--- config.mk ---
export PLATFORM = sky130hd
export DESIGN_NAME = sacl_ctrl
export DESIGN_NICKNAME = d
export VERILOG_FILES = /design/src/design/sacl_pkg.sv /design/src/design/sacl_ctrl.sv
export SDC_FILE = /design/constraint.sdc
export NUM_CORES = 1
export LEC_CHECK = 0
export BUFFER_PORTS_ARGS = -buffer_cell sky130_fd_sc_hd__buf_2
export CELL_PAD_IN_SITES_DETAIL_PLACEMENT = 1
export CELL_PAD_IN_SITES_GLOBAL_PLACEMENT = 1
export CORE_AREA = 2 2 39 41
export CTS_BUF_LIST = sky130_fd_sc_hd__clkbuf_2 sky130_fd_sc_hd__clkbuf_4 sky130_fd_sc_hd__clkbuf_8
export DETAILED_ROUTE_END_ITERATION = 10
export DIE_AREA = 0 0 41 43
export GPL_ROUTABILITY_DRIVEN = 0
export PLACE_DENSITY = 0.42
export RECOVER_POWER = 25
export SLEW_MARGIN = 20
export SYNTH_ARGS = -nofsm -noshare
export SYNTH_HDL_FRONTEND = slang
export SYNTH_SLANG_ARGS = --single-unit
--- constraint.sdc ---
create_clock -name clk -period 1.6 [get_ports clk]
set_input_delay 0.32 -clock clk [delete_from_list [all_inputs] [get_ports clk]]
set_output_delay 0.32 -clock clk [all_outputs]
set_load 0.05 [all_outputs]
--- src/design/sacl_pkg.sv ---
// Package: shared types, constants and helpers for the set-associative tag lookup.
`timescale 1ns / 1ps
package sacl_pkg;

    localparam int SET_BITS_DEF  = 10;
    localparam int WAY_BITS_DEF  = 3;
    localparam int ADDR_BITS_DEF = 48;

    localparam logic [15:0] LFSR_SEED = 16'hACE1;
    localparam logic [31:0] CNT_MAX   = 32'hFFFF_FFFF;

    localparam logic [1:0] REG_OFFSET_BITS    = 2'd0;
    localparam logic [1:0] REG_INDEX_BITS     = 2'd1;
    localparam logic [1:0] REG_WAY_BITS       = 2'd2;
    localparam logic [1:0] REG_REPLACE_RANDOM = 2'd3;

    typedef enum logic [2:0] {
        ST_IDLE,
        ST_CLEAR,
        ST_READ,
        ST_WRITE
    } state_t;

    typedef struct packed {
        logic clear_step;
        logic capture;
        logic update;
    } ctrl_t;

    typedef struct packed {
        logic clear_done;
    } status_t;

    function automatic logic [15:0] lfsr_next(input logic [15:0] s);
        logic b;
        b = s[0] ^ s[2] ^ s[3] ^ s[5];
        return {b, s[15:1]};
    endfunction

    function automatic logic [31:0] sat_inc(input logic [31:0] v);
        return (v == CNT_MAX) ? v : v + 32'd1;
    endfunction

endpackage

--- src/design/sacl_ctrl.sv ---
// Controller: reset clearing pass, then a read state and a write-back state per access.
`timescale 1ns / 1ps
module sacl_ctrl (
    input  logic              clk,
    input  logic              rst_n,
    input  logic              start,
    output logic              busy,
    output sacl_pkg::ctrl_t   ctrl,
    input  sacl_pkg::status_t status
);

    sacl_pkg::state_t state_reg;
    sacl_pkg::state_t state_next;

    // Hold state
    always_ff @(posedge clk or negedge rst_n)
    begin
        if (!rst_n)
        begin
            state_reg <= sacl_pkg::ST_CLEAR;
        end
        else
        begin
            state_reg <= state_next;
        end
    end

    // Advance state
    always_comb
    begin
        state_next = state_reg;
        case (state_reg)
            sacl_pkg::ST_CLEAR:
            begin
                if (status.clear_done)
                begin
                    state_next = sacl_pkg::ST_IDLE;
                end
            end
            sacl_pkg::ST_IDLE:
            begin
                if (start)
                begin
                    state_next = sacl_pkg::ST_READ;
                end
            end
            sacl_pkg::ST_READ:  state_next = sacl_pkg::ST_WRITE;
            sacl_pkg::ST_WRITE: state_next = sacl_pkg::ST_IDLE;
            default:            state_next = sacl_pkg::ST_IDLE;
        endcase
    end

    // Drive commands
    always_comb
    begin
        busy            = 1'b1;
        ctrl.clear_step = 1'b0;
        ctrl.capture    = 1'b0;
        ctrl.update     = 1'b0;
        case (state_reg)
            sacl_pkg::ST_CLEAR: ctrl.clear_step = 1'b1;
            sacl_pkg::ST_IDLE:
            begin
                busy         = 1'b0;
                ctrl.capture = start;
            end
            sacl_pkg::ST_READ:  busy = 1'b1;
            sacl_pkg::ST_WRITE: ctrl.update = 1'b1;
            default:            busy = 1'b1;
        endcase
    end

endmodule

==> impl_metrics.tcl, run 1 <==
set metrics [dict create \
    drive_gt1_share_pct 65.2 \
    hold_depth 3 \
    synth.distinct_cells 10 \
    clock_latency_ps 230 \
    setup_viol 0 \
    synth_nets 15 \
    rsz0062_at_grt "false" \
    drtPass1Iterations 2 \
    fmax_ghz 0.642 \
    routed.top_layer "met4" \
    htreeDepth 1 \
    min_from "status" \
    antenna_found_initial 0 \
    path_max_fanout 5 \
    cp.arrival_ps 1240 \
    critPathKind "reg2out" \
    hold_viol_final 0 \
    chipWidth_um 41 \
    cts_buffer_depth 2 \
    yosysSeqAreaShare_pct 46.6 \
    reg2regPathDepth 2 \
    core_area_um2 1380 \
    num_vias 121 \
    drtAntennaViolNets 0 \
    port-buffer-count 7 \
    drtIter0Drc 1 \
    avgSynthCellArea_um2 10.0 \
    io_pins 8 \
    area_growth_pct 85.2 \
    worstMarginPinSlew_ps 254 \
    yosysWarnings 0 \
    vias_per_cell 3.10 \
    met3_wirelength_um 61 \
    start_util_pct 7.96 \
    overflow 0 \
    drcViolationCount 0 \
    netlist_area_um2 110 \
    cap_violations 0 \
    avgRoutedWirePerCell_um 7.38 \
    period_share_pct 97.3 \
    slew_violations 0 \
    hold_path.class "in2reg" \
    track_usage_pct 4.12 \
    grt_pass1_wl_um 372 \
    outcome "finished, final reports clean" \
    largest_reg_flops 2 \
    m1WireLength_um 119 \
    setup.worst_path.start_class "register" \
    fp-row-count 14 \
    ff2ff_setup_slack_ps 790 \
    setup_ws_ps 42.4 \
    cts_tree "built" \
    required_ps 1280 \
    holdPathEnd "state_reg[0]$_DFFE_PN1P_" \
    fin_crit_ps 1560 \
    setup_tns_ps 0 \
    pre_cts_ws_ps 284 \
    antenna_cells 0 \
    grt_pass1_vias 108 \
    rr_startpoint "state_reg[0]$_DFFE_PN1P_" \
    r2r_end "state_reg[0]$_DFFE_PN1P_" \
    cp-end-kind "primary output" \
    clock_skew_ps 5.33 \
    ys_ff_latch 2 \
    synthCells 11 \
    maxSlewHeadroom_pct 83.2 \
    clkTransAtPathRegs_ps 40 \
    grt_max_degree 7 \
    numCtsBuffers 3 \
    die_h_um 43 \
    cts-root-buf "clkbuf_4" \
    totalWireLength_um 288 \
    die_area_um2 1760 \
    final_area_um2 204 \
    cts_resized 0 \
    wl_met2_um 85 \
    place_area_um2 165 \
    cts_sinks 2 \
    final_nets 28 \
]
[worst max-delay path by stage]
stage          slack [ps]  depth (start not counted)                     start      end
3_3_place_gp          300                          3  state_reg[1]$_DFFE_PN0P_  ctrl[1]
2_1_floorplan         110                          2  state_reg[1]$_DFFE_PN0P_  ctrl[1]
5_1_grt                10                          3  state_reg[1]$_DFFE_PN0P_  ctrl[1]
4_1_cts                30                          3  state_reg[1]$_DFFE_PN0P_  ctrl[1]
3_5_place_dp          280                          3  state_reg[1]$_DFFE_PN0P_  ctrl[1]
6_report               40                          3  state_reg[1]$_DFFE_PN0P_  ctrl[1]
[per-layer routing]
layer	vias to the layer above	global-route usage, %
met5	-	0
met4	0	8.00
met3	4	3.14
met2	10	3.75
met1	49	3.54
li1	58	-
[worst max-delay path: stages, from the launching register on]
cell and delay (ps):
dfrtp_1 410, or2_4 270, nor2_2 70, buf_2 260
[cell usage after synthesis]
master / number / share of area (%)
inv_1: 1 / 3.4
dfrtp_1: 1 / 23
and2_2: 1 / 6.8
nor2_2: 1 / 5.7
nor2_1: 2 / 6.8
nand2b_1: 1 / 5.7
or2_4: 1 / 8.0
dfstp_2: 1 / 24
and2b_2: 1 / 8.0
mux2i_1: 1 / 9.1
[layout make-up]
type / instances / area (um^2)
Multi-Input combinational cell: 8 / 55.1
Clock buffer: 4 / 30.0
Timing Repair Buffer: 8 / 43.8
Tap cell: 16 / 20.0
Sequential cell: 2 / 51.3
Inverter: 1 / 3.75
Fill cell: 165 / 1180
[metrics by stage]
step                util [%]  cells  hold slack [ps]
floorplan                  -     11             24.4
global placement        11.9     34              107
detailed placement      11.9     34              111
CTS                     14.8     39              328
global route            14.7     39              348
finish                  14.7     39              320
[cells in the final DEF, fill, tap and decap left out]
cell type | synthesis | routed
nand2b_1 | 1 | 1
clkbuf_4 | 0 | 4
clkbuf_1 | 0 | 1
mux2i_1 | 1 | 1
buf_2 | 0 | 6
and2_2 | 1 | 1
dfstp_2 | 1 | 1
nor2_1 | 2 | 2
inv_1 | 1 | 1
and2b_2 | 1 | 1
or2_4 | 1 | 1
nor2_2 | 1 | 1
dfrtp_1 | 1 | 1
dlygate4sd3_1 | 0 | 1
[kinds of logic (layout without fill, tap and decap cells)]
family,count (synthesis),after routing,share of synthesized area [%]
AND/OR/NAND/NOR,7,7,40.9
flip-flops,2,2,46.6
buffers and inverters,1,13,3.41
multiplexers,1,1,9.09
[repair_timing]
action                                 4_1_cts  5_1_grt
hold buffers                                 1        0
buffers inserted                             0        0
endpoints found under the hold margin        1        0
Power of run 1 is left out: the tool's default activity adds up to more than one toggle a clock period on the data nets, which glitch-free logic cannot reach.
==> run 2, diff against run 1 <==
Settings changed: PLACE_DENSITY 0.42 to default, PLACE_DENSITY_LB_ADDON from default to 0.12.
==> run 2 against run 1 <==
Register-to-register slack got worse by 40 ps; via count fell by 9.1%; first-iteration DRC count is the same; cell count stayed put; setup slack better by 29 ps; non-clock buffer count unchanged; count of clock-buffer cells in the layout stayed put; global-route usage is 0.31 points higher; critical path type unchanged; highest routed layer is now met3.
==> impl_metrics.tcl, run 2 (synthesis results as in run 1) <==
set metrics [dict create \
    die_area_um2 1760 \
    track_usage_pct 4.42 \
    drcViolationCount 0 \
    hold_path.class "in2reg" \
    core_area_um2 1380 \
    setup_tns_ps 0 \
    maxSlewHeadroom_pct 83.7 \
    period_share_pct 95.6 \
    path_delay_family "flip-flops" \
    port-buffer-count 7 \
    cts_buffer_depth 2 \
    htreeDepth 1 \
    num_vias 110 \
    grt_max_degree 7 \
    chipWidth_um 41 \
    hold_viol_final 0 \
    fmax_ghz 0.654 \
    cp-end-kind "primary output" \
    critPathSlowestCell "dfrtp_1" \
    vias_per_cell 2.82 \
    cp.arrival_ps 1210 \
    crit_chain "or2_4 -> nor2_2 -> clkbuf_4" \
    grt_pass1_vias 111 \
    die_h_um 43 \
    drive_gt1_share_pct 65.2 \
    start_util_pct 7.96 \
    totalWireLength_um 277 \
    layout_common_cells "clkbuf_4, buf_2, nor2_1" \
    drtPass1Iterations 2 \
    avgRoutedWirePerCell_um 7.10 \
    clock_skew_ps 10.5 \
    overflow 0 \
    cts-root-buf "clkbuf_4" \
    drtIter0Drc 1 \
    slew_violations 0 \
    path_max_fanout 5 \
    setup.worst_path.start_class "register" \
    outcome "finished, final reports clean" \
    cap_violations 0 \
    io_pins 8 \
    fin_crit_ps 1530 \
    required_ps 1280 \
    setup_viol 0 \
    critPathKind "reg2out" \
    final_nets 28 \
    cts_sinks 2 \
    antenna_cells 0 \
    fill_cells 165 \
    numCtsBuffers 3 \
    worstMarginPinSlew_ps 246 \
    cts_tree "built" \
    largest_reg_flops 2 \
    rsz0062_at_grt "false" \
    grt_pass1_wl_um 420 \
    antenna_found_initial 0 \
    drtAntennaViolNets 0 \
    clkTransAtPathRegs_ps 40 \
    max_stage_delay_ps 410 \
    area_growth_pct 87.5 \
    clock_latency_ps 230 \
    crit_buf_inv 1 \
    fp-row-count 14 \
]
[run 2: cell types whose count changed in the layout (fill, tap and decap cells not counted), sizes merged]
cell	previous run	this run
clkbuf	5	6
buf	6	5
[run 2: path summary, 6_finish.rpt]
path	cells after the start	startpoint	slack (ps)	to
worst max-delay path	3	state_reg[1]$_DFFE_PN0P_	70	ctrl[1]
worst min-delay path	3	start	340	state_reg[1]$_DFFE_PN0P_
worst max register to register	2	state_reg[0]$_DFFE_PN1P_	750	state_reg[0]$_DFFE_PN1P_
worst min register to register	1	state_reg[0]$_DFFE_PN1P_	520	state_reg[1]$_DFFE_PN0P_
max in group asynchronous	2	rst_n	980	state_reg[0]$_DFFE_PN1P_
min in group asynchronous	2	rst_n	400	state_reg[1]$_DFFE_PN0P_
[run 2: timing repair]
action	4_1_cts	5_1_grt
endpoints found under the setup margin	0	1
hold endpoints to repair	1	0
resized for setup	0	1
hold buffers	1	0
buffers inserted	0	0
[run 2: per-layer routing]
metal,routed length (um),vias to the layer above,track usage [%],share of wire [%]
li1,-,57,-,-
met1,126,46,3.87,45
met2,121,7,4.38,44
met3,29,0,3.14,10
met4,0,0,8.00,0
met5,0,-,0,0
[run 2: worst min-delay path: stages]
cell,delay [ps]
buf_2,90
nor2_1,40
nor2_1,80
[run 2: area by class of cell]
| class | instances | area [um^2] | area share, % |
|---|---|---|---|
| clock buffers | 4 | 30.0 | 14.5 |
| inverters | 1 | 3.75 | 1.82 |
| multi-input cells | 8 | 55.1 | 26.7 |
| flip-flops and latches | 2 | 51.3 | 24.8 |
| well taps | 16 | 20.0 | 9.70 |
| repair buffers | 8 | 46.3 | 22.4 |
[run 2: metrics by stage]
step	util, %	hold slack, ps	std cells	setup slack, ps	instance area [um^2]
4_1_cts	14.8	337	39	21.1	205
3_5_place_dp	11.9	106	34	279	165
5_1_grt	14.9	350	39	0.0795	206
2_1_floorplan	-	24.4	11	108	110
6_report	14.9	336	39	71.0	206
3_3_place_gp	11.9	105	34	280	165
Power of run 2 is left out for the same reason.
==> run 3, diff against run 2 <==
Clock period 1.6 ns to 1.8 ns, I/O delays scaled along.
==> run 3 against run 2 <==
Global-route usage unchanged; sequential share of layout area up 0.30 points; wire length up 0.36%; critical path type unchanged; setup slack better by 130 ps; sequential cell count unchanged; hold slack better by 40 ps; die area unchanged.
==> impl_metrics.tcl, run 3 (synthesis results as in run 1) <==
set metrics [dict create \
    maxSlewHeadroom_pct 83.7 \
    largest_reg_flops 2 \
    crit_buf_inv 1 \
    start_util_pct 7.96 \
    cts_tree "built" \
    grt_pass1_wl_um 420 \
    cts_buffer_depth 2 \
    area_growth_pct 85.2 \
    path_delay_family "flip-flops" \
    rsz0062_at_grt "false" \
    clkTransAtPathRegs_ps 40 \
    vias_per_cell 2.82 \
    grt_pass1_vias 111 \
    critPathSlowestCell "dfrtp_1" \
    setup_tns_ps 0 \
    die_h_um 43 \
    required_ps 1440 \
    avgRoutedWirePerCell_um 7.13 \
    cap_violations 0 \
    antenna_found_initial 0 \
    cp.arrival_ps 1240 \
    drtAntennaViolNets 0 \
    fp-row-count 14 \
    drtPass1Iterations 2 \
    final_nets 28 \
    hold_viol_final 0 \
    place_area_um2 165 \
    period_share_pct 88.7 \
    final_area_um2 204 \
    overflow 0 \
    clock_skew_ps 10.5 \
    fin_crit_ps 1600 \
    ff2ff_setup_slack_ps 950 \
    hold_path.class "in2reg" \
    port-buffer-count 7 \
    slew_violations 0 \
    critPathKind "reg2out" \
    max_stage_delay_ps 410 \
    core_area_um2 1380 \
    cp-end-kind "primary output" \
    cts_sinks 2 \
    crit_chain "or2_4 -> nor2_2 -> buf_2" \
    final_common_cell "buf_2" \
    grt_max_degree 7 \
    clock_latency_ps 230 \
    outcome "finished, final reports clean" \
    setup.worst_path.start_class "register" \
    antenna_cells 0 \
    totalWireLength_um 278 \
    drive_gt1_share_pct 65.2 \
    drcViolationCount 0 \
    worstMarginPinSlew_ps 247 \
    num_vias 110 \
    path_max_fanout 5 \
    setup_viol 0 \
    die_area_um2 1760 \
    final_util_pct 14.7 \
    chipWidth_um 41 \
    htreeDepth 1 \
    io_pins 8 \
    drtIter0Drc 1 \
    track_usage_pct 4.42 \
    fmax_ghz 0.626 \
    layout_common_cells "buf_2, clkbuf_4, nor2_1" \
    cts-root-buf "clkbuf_4" \
    numCtsBuffers 3 \
]
[run 3: cell types whose count changed in the layout (fill, tap and decap cells not counted)]
cell      previous run  this run
buf_2                5         6
clkbuf_4             5         4
[run 3: worst paths after layout]
path / startpoint / cells after the start / endpoint
min: start / 3 / state_reg[1]$_DFFE_PN0P_
max: state_reg[1]$_DFFE_PN0P_ / 3 / ctrl[1]
min in group asynchronous: rst_n / 2 / state_reg[1]$_DFFE_PN0P_
min reg2reg: state_reg[0]$_DFFE_PN1P_ / 1 / state_reg[1]$_DFFE_PN0P_
max reg2reg: state_reg[0]$_DFFE_PN1P_ / 2 / state_reg[0]$_DFFE_PN1P_
max in group asynchronous: rst_n / 2 / state_reg[0]$_DFFE_PN1P_
[run 3: layer usage]
layer	vias up	GRT usage [%]	part of all wire, %
met3	0	3.14	11
met4	0	8.00	0
met2	7	4.38	44
met1	46	3.87	45
met5	-	0	0
li1	57	-	-
[run 3: area by class of cell]
type,count,area (um^2)
clock buffers,4,30.0
fillers,166,1180
inverters,1,3.75
multi-input cells,8,55.1
repair buffers,8,43.8
well taps,16,20.0
flip-flops and latches,2,51.3
[run 3: worst min-delay path, delay by kind of cell]
kind	cells	cell delay, ps
buffers and inverters	1	90
and+or+nand+nor	2	120
[run 3: through the flow]
stage	hold WS [ps]	std cells	setup slack [ps]
2_1_floorplan	64.4	11	268
3_3_place_gp	145	34	440
3_5_place_dp	146	34	439
4_1_cts	377	39	181
5_1_grt	390	39	127
6_report	376	39	203
[run 3: timing repair]
item	CTS	global route
hold buffers	1	0
gates resized for setup	0	0
setup buffers	0	0
endpoints found under the hold margin	1	0
Power of run 3 is left out for the same reason.
